[config.mk]
export PLATFORM = sky130hd
export DESIGN_NAME = gmi_div
export DESIGN_NICKNAME = d
export VERILOG_FILES = /design/src/rtl/gmi_pkg.sv /design/src/rtl/gmi_div.sv
export SDC_FILE = /design/constraint.sdc
export NUM_CORES = 1
export LEC_CHECK = 0
export BUFFER_PORTS_ARGS = -buffer_cell sky130_fd_sc_hd__buf_2
export CORE_MARGIN = 5
export CORE_UTILIZATION = 45
export CTS_BUF_LIST = sky130_fd_sc_hd__clkbuf_2 sky130_fd_sc_hd__clkbuf_4 sky130_fd_sc_hd__clkbuf_8
export CTS_CLUSTER_DIAMETER = 60
export DETAILED_ROUTE_END_ITERATION = 7
export PLACE_DENSITY = 0.8
export SLEW_MARGIN = 20
export SYNTH_ARGS = -nofsm -noshare
export SYNTH_HDL_FRONTEND = slang
export SYNTH_SLANG_ARGS = --single-unit
[constraint.sdc]
create_clock -name clk -period 3.53 [get_ports clk]
set_input_delay 0.706 -clock clk [delete_from_list [all_inputs] [get_ports clk]]
set_output_delay 0.706 -clock clk [all_outputs]
set_load 0.01 [all_outputs]
[src/rtl/gmi_pkg.sv]
`default_nettype none
package gmi_pkg;
    localparam int unsigned MAP_DEPTH_DEF = 4096;

    localparam logic REQ_LOAD   = 1'b0;
    localparam logic REQ_MARKER = 1'b1;

    typedef struct packed {
        logic        req_type;
        logic [31:0] position;
        logic [31:0] map_centimorgan;
    } req_t;

    typedef struct packed {
        logic [31:0] marker_index;
        logic [31:0] genetic_pos;
        logic [63:0] rec_rate;
        logic        rate_valid;
        logic        rate_saturated;
        logic        map_error;
        logic        last;
    } res_t;

    // divider control between sequencer and divider
    typedef struct packed {
        logic start;
    } div_ctl_t;

    typedef struct packed {
        logic busy;
        logic done;
    } div_sts_t;
endpackage
`default_nettype wire

[src/rtl/gmi_div.sv]
`default_nettype none
// restoring divider, one quotient bit per cycle: 128/64 -> 64 bit quotient
module gmi_div (
    input  wire logic              clk,
    input  wire logic              rst_n,
    input  wire gmi_pkg::div_ctl_t ctl,
    input  wire logic [127:0]      dividend,
    input  wire logic [63:0]       divisor,
    output gmi_pkg::div_sts_t      sts,
    output logic [63:0]            quotient
);
    logic [6:0]   cnt_reg;
    logic         busy_reg;
    logic         done_reg;
    logic [64:0]  rem_reg;
    logic [127:0] num_reg;
    logic [63:0]  den_reg;
    logic [64:0]  shifted;
    logic         ge;

    assign shifted = {rem_reg[63:0], num_reg[127]};
    assign ge      = shifted >= {1'b0, den_reg};

    always_ff @(posedge clk or negedge rst_n)
    begin
        if (!rst_n)
        begin
            cnt_reg  <= '0;
            busy_reg <= 1'b0;
            done_reg <= 1'b0;
        end
        else
        begin
            done_reg <= 1'b0;
            if (ctl.start)
            begin
                busy_reg <= 1'b1;
                cnt_reg  <= 7'd0;
            end
            else if (busy_reg)
            begin
                cnt_reg <= cnt_reg + 7'd1;
                if (cnt_reg == 7'd127)
                begin
                    busy_reg <= 1'b0;
                    done_reg <= 1'b1;
                end
            end
        end
    end

    always_ff @(posedge clk)
    begin
        if (ctl.start)
        begin
            rem_reg <= '0;
            num_reg <= dividend;
            den_reg <= divisor;
        end
        else if (busy_reg)
        begin
            rem_reg <= ge ? shifted - {1'b0, den_reg} : shifted;
            num_reg <= {num_reg[126:0], ge};
        end
    end

    assign sts.busy = busy_reg;
    assign sts.done = done_reg;
    assign quotient = num_reg[63:0];
endmodule
`default_nettype wire

# --- Word level (Yosys, flattened, before mapping) ---
# Cells that the tools add are included.
totals:
  in_bits: 195
  out_inout_bits: 66
  elab_cells: 22
  reg_bits: 265
classes:
  n_mux: 11
  n_eq_ne: 1
  n_reduce_logical: 1
  n_lt_le_gt_ge: 1
  addsub: 2
ops:
  columns: ["op", "n"]
  rows:
  - ["$mux W128", 2]
  - ["$ge A65 B64 Y1", 1]
  - ["$mux W64", 1]
  - ["$sub A64 B64 Y64", 1]
  - ["$mux W7", 2]
  - ["$add A7 B1 Y7 const B", 1]
  - ["$eq A7 B7 Y1 const B", 1]
  - ["$mux W1", 6]
  - ["$reduce_bool A2 Y1", 1]

# --- Depth between registers and ports, before layout ---
# Gate-level depths: netlist of the first run.
logic_depth:
  depth_word: 4
  mapped_depth: 15
  depth_no_buf: 13

# --- Worst setup path before layout of the first run ---
# OpenSTA, ideal clock, no wires.
synth_path:
  kind: "input port to flip-flop"
  start: "input port ctl"
  end: "register num_reg[0], enable pin"
  setup_slack_ns: -0.529
  path_buffers: 1
  arrival_ns: 3.579
  stages: 3
  setup_ns: 0.480
  required_time_ns: 3.050
  path_cell_list: "clkbuf_1 nor2_1 inv_1"
synth_via:
  elab_chain_cells: 1
synth_lines:
  columns: ["item", "line_no", "source"]
  rows:
  - ["from (decl)", "gmi_div.sv:6", "input wire gmi_pkg::div_ctl_t ctl,"]
  - ["$reduce_bool A2 Y1 (no line)", null, null]
  - ["to (signal assigned)", "gmi_div.sv:57", "num_reg <= dividend;"]
  - ["to (signal assigned)", "gmi_div.sv:63", "num_reg <= {num_reg[126:0], ge};"]
  - ["to (decl)", "gmi_div.sv:16", "logic [127:0] num_reg;"]
# No other way between the ends.
# A chain may end at the register's enable or synchronous reset.

# --- Worst setup path after layout of the first run ---
layout_path:
  start: "register den_reg[12]"
  end: "register rem_reg[47]"
layout_via:
  elab_chain_cells: 2
  word_cells_on_any_way: 3
  cone_classes: "add/sub: 1; order compare: 1; mux: 1"
layout_lines:
  columns: ["item", "line_no", "source"]
  rows:
  - ["from (decl)", "gmi_div.sv:17", "logic [63:0] den_reg;"]
  - ["from (signal assigned)", "gmi_div.sv:58", "den_reg <= divisor;"]
  - ["$sub A64 B64 Y64 / $ge A65 B64 Y1 (equally long branches)", "gmi_div.sv:62, gmi_div.sv:22", null]
  - ["$mux W64 *", "gmi_div.sv:62", "rem_reg <= ge ? shifted - {1'b0, den_reg} : shifted;"]
  - ["to (signal assigned)", "gmi_div.sv:62", null]
  - ["to (decl)", "gmi_div.sv:15", "logic [64:0] rem_reg;"]
# Mark *: on every way between the ends. The rest lies on a longest branch, timed or not.

==> results of run 1 <==
==> final timing paths <==
check,to,slack (ns),cells after the start
max,rem_reg[47],0.12,13
min,den_reg[63],0.27,1
max reg2reg,rem_reg[47],0.12,13
min reg2reg,rem_reg[44],0.49,2
max in group asynchronous,busy_reg,2.81,2
min in group asynchronous,cnt_reg[2],0.51,2
==> placed cells by master, fill, tap and decap left out, types with 4 or more instances in the layout <==
master,count
a211oi_1,30
a21o_1,33
a21oi_1,93
a311oi_1,26
a31oi_1,9
and2_1,7
and3_1,9
buf_12,5
buf_2,259
buf_4,22
clkbuf_4,18
clkbuf_8,50
clkinv_1,5
clkinv_2,7
dfrtp_1,8
dfxtp_1,64
edfxtp_1,192
ha_1,65
inv_1,80
mux2_2,130
mux2i_1,8
nand2_1,127
nand2b_1,6
nand3_1,19
nand4_1,28
nor2_1,121
nor2b_1,10
nor3_1,20
o211a_1,4
o211ai_1,5
o21a_1,7
o21ai_0,45
o21ai_1,5
o21bai_1,8
or3_1,6
xnor2_1,26
xor2_1,29
==> kinds of logic after synthesis <==
| logic type | after synthesis |
|---|---|
| muxes | 138 |
| xor gates and xnor gates | 55 |
| adders and majority gates | 66 |
| and+or+nand+nor | 369 |
| buffers and inverters | 223 |
| AOI/OAI and AO/OA | 320 |
| DFF | 265 |
==> cell type report <==
class / instances / area, µm²
clock inverters: 18 / 174
multi-input cells: 948 / 6760
repair buffers: 288 / 1590
fillers: 3008 / 15900
well taps: 448 / 561
flip-flops and latches: 265 / 7280
clock buffers: 68 / 823
diodes: 1 / 2.50
inverters: 81 / 308
==> per-stage QoR <==
stage	setup slack [ns]	total power, mW
final	0.121	7.56
after global routing	0.00588	7.91
after CTS	0.114	7.66
after detailed placement	0.0981	4.55
after global placement	0.268	4.52
after floorplan	0.0279	4.30
==> cell usage after synthesis, types with 4 or more instances <==
cell type,n
xor2_1,29
mux2i_1,8
o21ai_1,6
nor2b_1,11
nor3_1,20
or3_1,6
buf_1,7
dfxtp_1,64
nand4_1,28
ha_1,65
edfxtp_1,192
o211a_1,4
and3_1,9
nand2b_1,6
buf_4,67
nor2_1,122
a21o_1,33
and2_1,7
a31oi_1,9
a311oi_1,27
buf_2,14
dfrtp_1,9
o21a_1,7
o21bai_1,9
nand3_1,19
mux2_2,130
inv_1,81
o211ai_1,5
nand2_1,127
a211oi_1,30
xnor2_1,26
a21oi_1,95
clkbuf_1,54
o21ai_0,45
==> power groups by stage <==
stage | Sequential (mW) | Clock [mW] | Combinational, mW
6_report | 3.67 | 3.07 | 0.827
4_1_cts | 3.67 | 3.17 | 0.825
5_1_grt | 3.69 | 3.31 | 0.907
2_1_floorplan | 3.70 | 0 | 0.601
3_5_place_dp | 3.73 | 0 | 0.820
3_3_place_gp | 3.72 | 0 | 0.802
==> layer usage <==
layer,wire (µm),track usage
met4,1180,0.0792
met5,11,0
met1,16400,0.263
met2,18400,0.311
met3,2720,0.0421
==> repair_timing <==
action | CTS | global route
resized for setup | 0 | 7
setup endpoints to repair | 0 | 12
hold endpoints to repair | 9 | 0
hold buffers | 1 | 0
buffers inserted | 0 | 3
==> results.sh, run 1 <==
export IMPL_crit_fanout=5
export IMPL_synth_fa_ha_area_frac=0.0552
export IMPL_crit_family="compound AO/OA/AOI/OAI gates"
export IMPL_netSwitchingFraction=0.246
export IMPL_area_growth_pct=15.8
export IMPL_hp_start="divisor[63]"
export IMPL_die_w_um=193
export IMPL_synth_edf_count=192
export IMPL_cts_buffer_depth=3
export IMPL_setup_viol=0
export IMPL_required_ns=4.04
export IMPL_end_kind="flip-flop"
export IMPL_dr_first_iter_drc_count=820
export IMPL_die_h_um=193
export IMPL_place_congestion=0.975
export IMPL_largest_reg_flops=128
export IMPL_hold_path_class="in -> reg"
export IMPL_hold_viol=0
export IMPL_cts_buffers=49
export IMPL_period_share=0.966
export IMPL_ys_warnings_count=0
export IMPL_tns_ns=0
export IMPL_synth_compound_area_frac=0.146
export IMPL_synth_cells=1436
export IMPL_yosys_area_share_xor_xnor=0.0319
export IMPL_achievable_frequency_ghz=0.293
export IMPL_placementRows=67
export IMPL_nets=1894
export IMPL_synthesis_nets=1697
export IMPL_overflow=0
export IMPL_cts_sinks=265
export IMPL_ys_ff_latch=265
export IMPL_synth_ff_type="edfxtp_1"
export IMPL_seqPwrFrac=0.485
export IMPL_power_share_clock=0.405
export IMPL_fin_area_um2=17500
export IMPL_drv_slew=0
export IMPL_cp_slowest_cell="o2111ai_1"
export IMPL_dieArea_um2=37300
export IMPL_ir_drop_v=0.000262
export IMPL_slew_headroom=0.475
export IMPL_tritoncts="done"
export IMPL_synth_top_family_by_area="compound AO/OA/AOI/OAI gates"
export IMPL_final_cells=2117
export IMPL_path_buf_inv=2
export IMPL_worst_skew_pair_late_latency_ns=0.61
export IMPL_yosysTopAreaCellShare=0.382
export IMPL_clockRootBuffer="clkbuf_8"
export IMPL_io_buffers=260
export IMPL_placed_area_um2=16400
export IMPL_coreArea_um2=33400
export IMPL_cellLeakagePower_nw=7.47
export IMPL_power_frac_comb=0.109
export IMPL_synthSimpleGateAreaFrac=0.110
export IMPL_ys_seq_area_frac=0.482
export IMPL_r2r_start="den_reg[12]"
export IMPL_synth_area_per_cell_um2=10.5
export IMPL_clk_pin_slew_ns=0.06
export IMPL_initial_core_util=0.453
export IMPL_antenna_found_initial=2
export IMPL_net_switching_power_mw=1.86
export IMPL_crit_start="den_reg[12]"
export IMPL_grt_pass1_vias=11300
export IMPL_synthesis_area_um2=15100
export IMPL_ant_nets=0
export IMPL_vias=11700
export IMPL_run_status="completed"
export IMPL_drc=0
export IMPL_async_reset_ff_frac=0.0340
export IMPL_yosys_area_top_type="edfxtp_1"
export IMPL_grt_setup_unrepaired="no"
export IMPL_path_cells="inv_1 -> ha_1 -> a21oi_1 -> o21ai_0 -> a31o_1 -> a311o_1 -> o2111ai_1 -> nand4_1 -> buf_4 -> a31oi_1 -> xnor2_1 -> nand2_1 -> a311oi_1"
export IMPL_muxShareOfSynthArea=0.102
export IMPL_wl_per_cell_um=18.3
export IMPL_wl_um=38700
export IMPL_dr_pass1_iters=5
export IMPL_ctsHtreeMaxLevel=2
export IMPL_powerDensity_nw_per_um2=432
export IMPL_grt_max_degree=129
export IMPL_grt_pass1_wl_um=58700
export IMPL_worstSetupPathType="reg -> reg"
export IMPL_drv_cap=0
export IMPL_worstPathArrival_ns=3.92
export IMPL_yosys_top_cells_area="edfxtp_1 (38%), mux2_2 (9.7%), dfxtp_1 (8.5%)"
export IMPL_ios=261
export IMPL_fin_skew_ns=0.0150
export IMPL_cp_start_kind="flip-flop"
export IMPL_finalCriticalPeriod_ns=3.41
export IMPL_cp_slowest_stage_delay_ns=0.38
export IMPL_dp_cells=2026
export IMPL_dp_hpwl_um=27800
export IMPL_timing_hold_ws_ns=0.270
export IMPL_drive_above_1_share=0.314
export IMPL_vias_per_cell=5.51
export IMPL_post_route_util=0.524
export IMPL_synth_cell_types=76
export IMPL_internal_power_mw=5.71
export IMPL_max_slew_worst_pin_slew_ns=0.786
export IMPL_track_usage=0.196
Power figures use the tool's default switching activity.
==> inputs of run 2 (changes only) <==
--- a/config.mk
+++ b/config.mk
@@ -6,6 +6,7 @@
 export NUM_CORES = 1
 export LEC_CHECK = 0
 export BUFFER_PORTS_ARGS = -buffer_cell sky130_fd_sc_hd__buf_2
+export CORE_ASPECT_RATIO = 0.5
 export CORE_MARGIN = 5
 export CORE_UTILIZATION = 45
 export CTS_BUF_LIST = sky130_fd_sc_hd__clkbuf_2 sky130_fd_sc_hd__clkbuf_4 sky130_fd_sc_hd__clkbuf_8
==> constraint.sdc (replaced) <==
create_clock -name clk -period 3.53 [get_ports clk]
set_input_delay 0.706 -clock clk [delete_from_list [all_inputs] [get_ports clk]]
set_output_delay 0.706 -clock clk [all_outputs]
set_load 0.005 [all_outputs]
==> results.sh, run 2 (synthesized netlist as in run 1, its figures left out) <==
export IMPL_tns_ns=0
export IMPL_grt_pass1_vias=11200
export IMPL_fin_area_um2=17300
export IMPL_placed_area_um2=16400
export IMPL_largest_reg_flops=128
export IMPL_cts_buffer_depth=3
export IMPL_slew_headroom=0.471
export IMPL_period_share=0.950
export IMPL_cellLeakagePower_nw=7.37
export IMPL_setup_viol=0
export IMPL_area_growth_pct=14.8
export IMPL_worstPathArrival_ns=3.84
export IMPL_die_h_um=140
export IMPL_grt_pass1_wl_um=59200
export IMPL_initial_core_util=0.456
export IMPL_highest_layer="met5"
export IMPL_tritoncts="done"
export IMPL_max_slew_worst_pin_slew_ns=0.794
export IMPL_fill_cells=2909
export IMPL_fin_skew_ns=0.0273
export IMPL_overflow=0
export IMPL_die_w_um=269
export IMPL_finalCriticalPeriod_ns=3.35
export IMPL_grt_setup_unrepaired="no"
export IMPL_end_kind="flip-flop"
export IMPL_nets=1885
export IMPL_clockRootBuffer="clkbuf_8"
export IMPL_io_buffers=260
export IMPL_drv_slew=0
export IMPL_pre_cts_ws_ns=0.120
export IMPL_cp_start_kind="flip-flop"
export IMPL_wl_met2_um=17600
export IMPL_crit_fanout=5
export IMPL_dr_pass1_iters=5
export IMPL_clk_pin_slew_ns=0.08
export IMPL_r2r_setup_slack_ns=0.18
export IMPL_dp_cells=2018
export IMPL_worst_skew_pair_late_latency_ns=0.58
export IMPL_drc=0
export IMPL_ant_nets=0
export IMPL_path_cells="inv_1 -> ha_1 -> fa_1 -> nor2b_2 -> o21bai_2 -> a21oi_2 -> nor2b_2 -> o311ai_4 -> a221o_2 -> a31oi_4 -> o211a_2 -> or4_1 -> a311oi_1"
export IMPL_placementRows=47
export IMPL_final_cells=2099
export IMPL_ios=261
export IMPL_achievable_frequency_ghz=0.298
export IMPL_wl_um=37300
export IMPL_required_ns=4.01
export IMPL_dp_hpwl_um=26900
export IMPL_hold_path_class="in -> reg"
export IMPL_layout_commonest_cell="buf_2"
export IMPL_ir_drop_v=0.000354
export IMPL_vias_per_cell=5.47
export IMPL_track_usage=0.193
export IMPL_worstSetupPathType="reg -> reg"
export IMPL_drive_above_1_share=0.307
export IMPL_run_status="completed"
export IMPL_most_common_layout_cells="buf_2 (259), edfxtp_1 (192), mux2_2 (130)"
export IMPL_place_congestion=0.948
export IMPL_powerDensity_nw_per_um2=414
export IMPL_wl_per_cell_um=17.8
export IMPL_post_route_util=0.524
export IMPL_antenna_found_initial=4
export IMPL_finalWorstSetupSlack_ns=0.177
export IMPL_cp_slowest_cell="or4_1"
export IMPL_coreArea_um2=33100
export IMPL_cp_slowest_stage_delay_ns=0.49
export IMPL_ctsHtreeMaxLevel=2
export IMPL_dr_first_iter_drc_count=904
export IMPL_drv_cap=0
export IMPL_hold_viol=0
export IMPL_crit_top_cell="nor2b_2"
export IMPL_dieArea_um2=37500
export IMPL_cts_buffers=42
export IMPL_wl_met3_um=2610
export IMPL_vias=11500
export IMPL_wl_met1_um=15900
export IMPL_cts_sinks=265
export IMPL_grt_max_degree=128
-- run 2: changes by cell type in the layout (fill, tap and decap cells not counted), sizes merged, moves of 2 or more --
cell,previous run,this run
clkbuf,68,53
clkinv,12,17
buf,287,285
clkinvlp,2,4
-- run 2: power breakdown --
part           total (mW)  internal [mW]  leakage, nW  switching, mW
clock network        2.72           1.42        0.439           1.30
registers            3.67           3.58         2.62         0.0890
logic               0.791          0.387         4.31          0.404
total                7.18           5.39         7.37           1.80
-- run 2: path summary, 6_finish.rpt --
kind / depth (start not counted) / end / startpoint
worst max-delay path: 13 / rem_reg[40] / num_reg[127]
worst min-delay path: 1 / den_reg[39] / divisor[39]
worst max register to register: 13 / rem_reg[40] / num_reg[127]
worst min register to register: 2 / rem_reg[44] / rem_reg[44]
max in group asynchronous: 2 / busy_reg / rst_n
min in group asynchronous: 2 / cnt_reg[0] / rst_n
-- run 2: what timing repair did --
item                                   4_1_cts  5_1_grt
gates resized for setup                      0       10
endpoints found under the hold margin        9        0
setup buffers                                0        2
hold buffers                                 1        0
setup endpoints to repair                    0       13
-- run 2: layout make-up --
cell class	count	area, µm²	area share
Multi-Input combinational cell	948	6780	0.391
Tap cell	441	552	0.0318
Timing Repair Buffer	286	1570	0.0906
Clock inverter	23	178	0.0102
Antenna cell	2	5.00	0.000289
Inverter	81	308	0.0178
Clock buffer	53	673	0.0388
Sequential cell	265	7280	0.420
-- run 2: critical path: cells and delay by family (launching register included) --
family	cells	cell delay [ns]
simple gates	3	0.75
flops	1	0.36
buf+inv	1	0.05
fa+ha+maj	2	0.61
compound gates	7	1.49
-- run 2: through the flow --
step,hold WS (ns),power (mW)
CTS,0.237,7.28
finish,0.293,7.18
global route,0.231,7.55
floorplan,0.410,4.27
global placement,0.475,4.50
detailed placement,0.481,4.52
-- run 2: per-layer routing --
layer	global-route usage	vias to the layer above
met3	0.0506	90
li1	-	5556
met4	0.0675	4
met5	0	-
met1	0.254	5442
met2	0.310	389
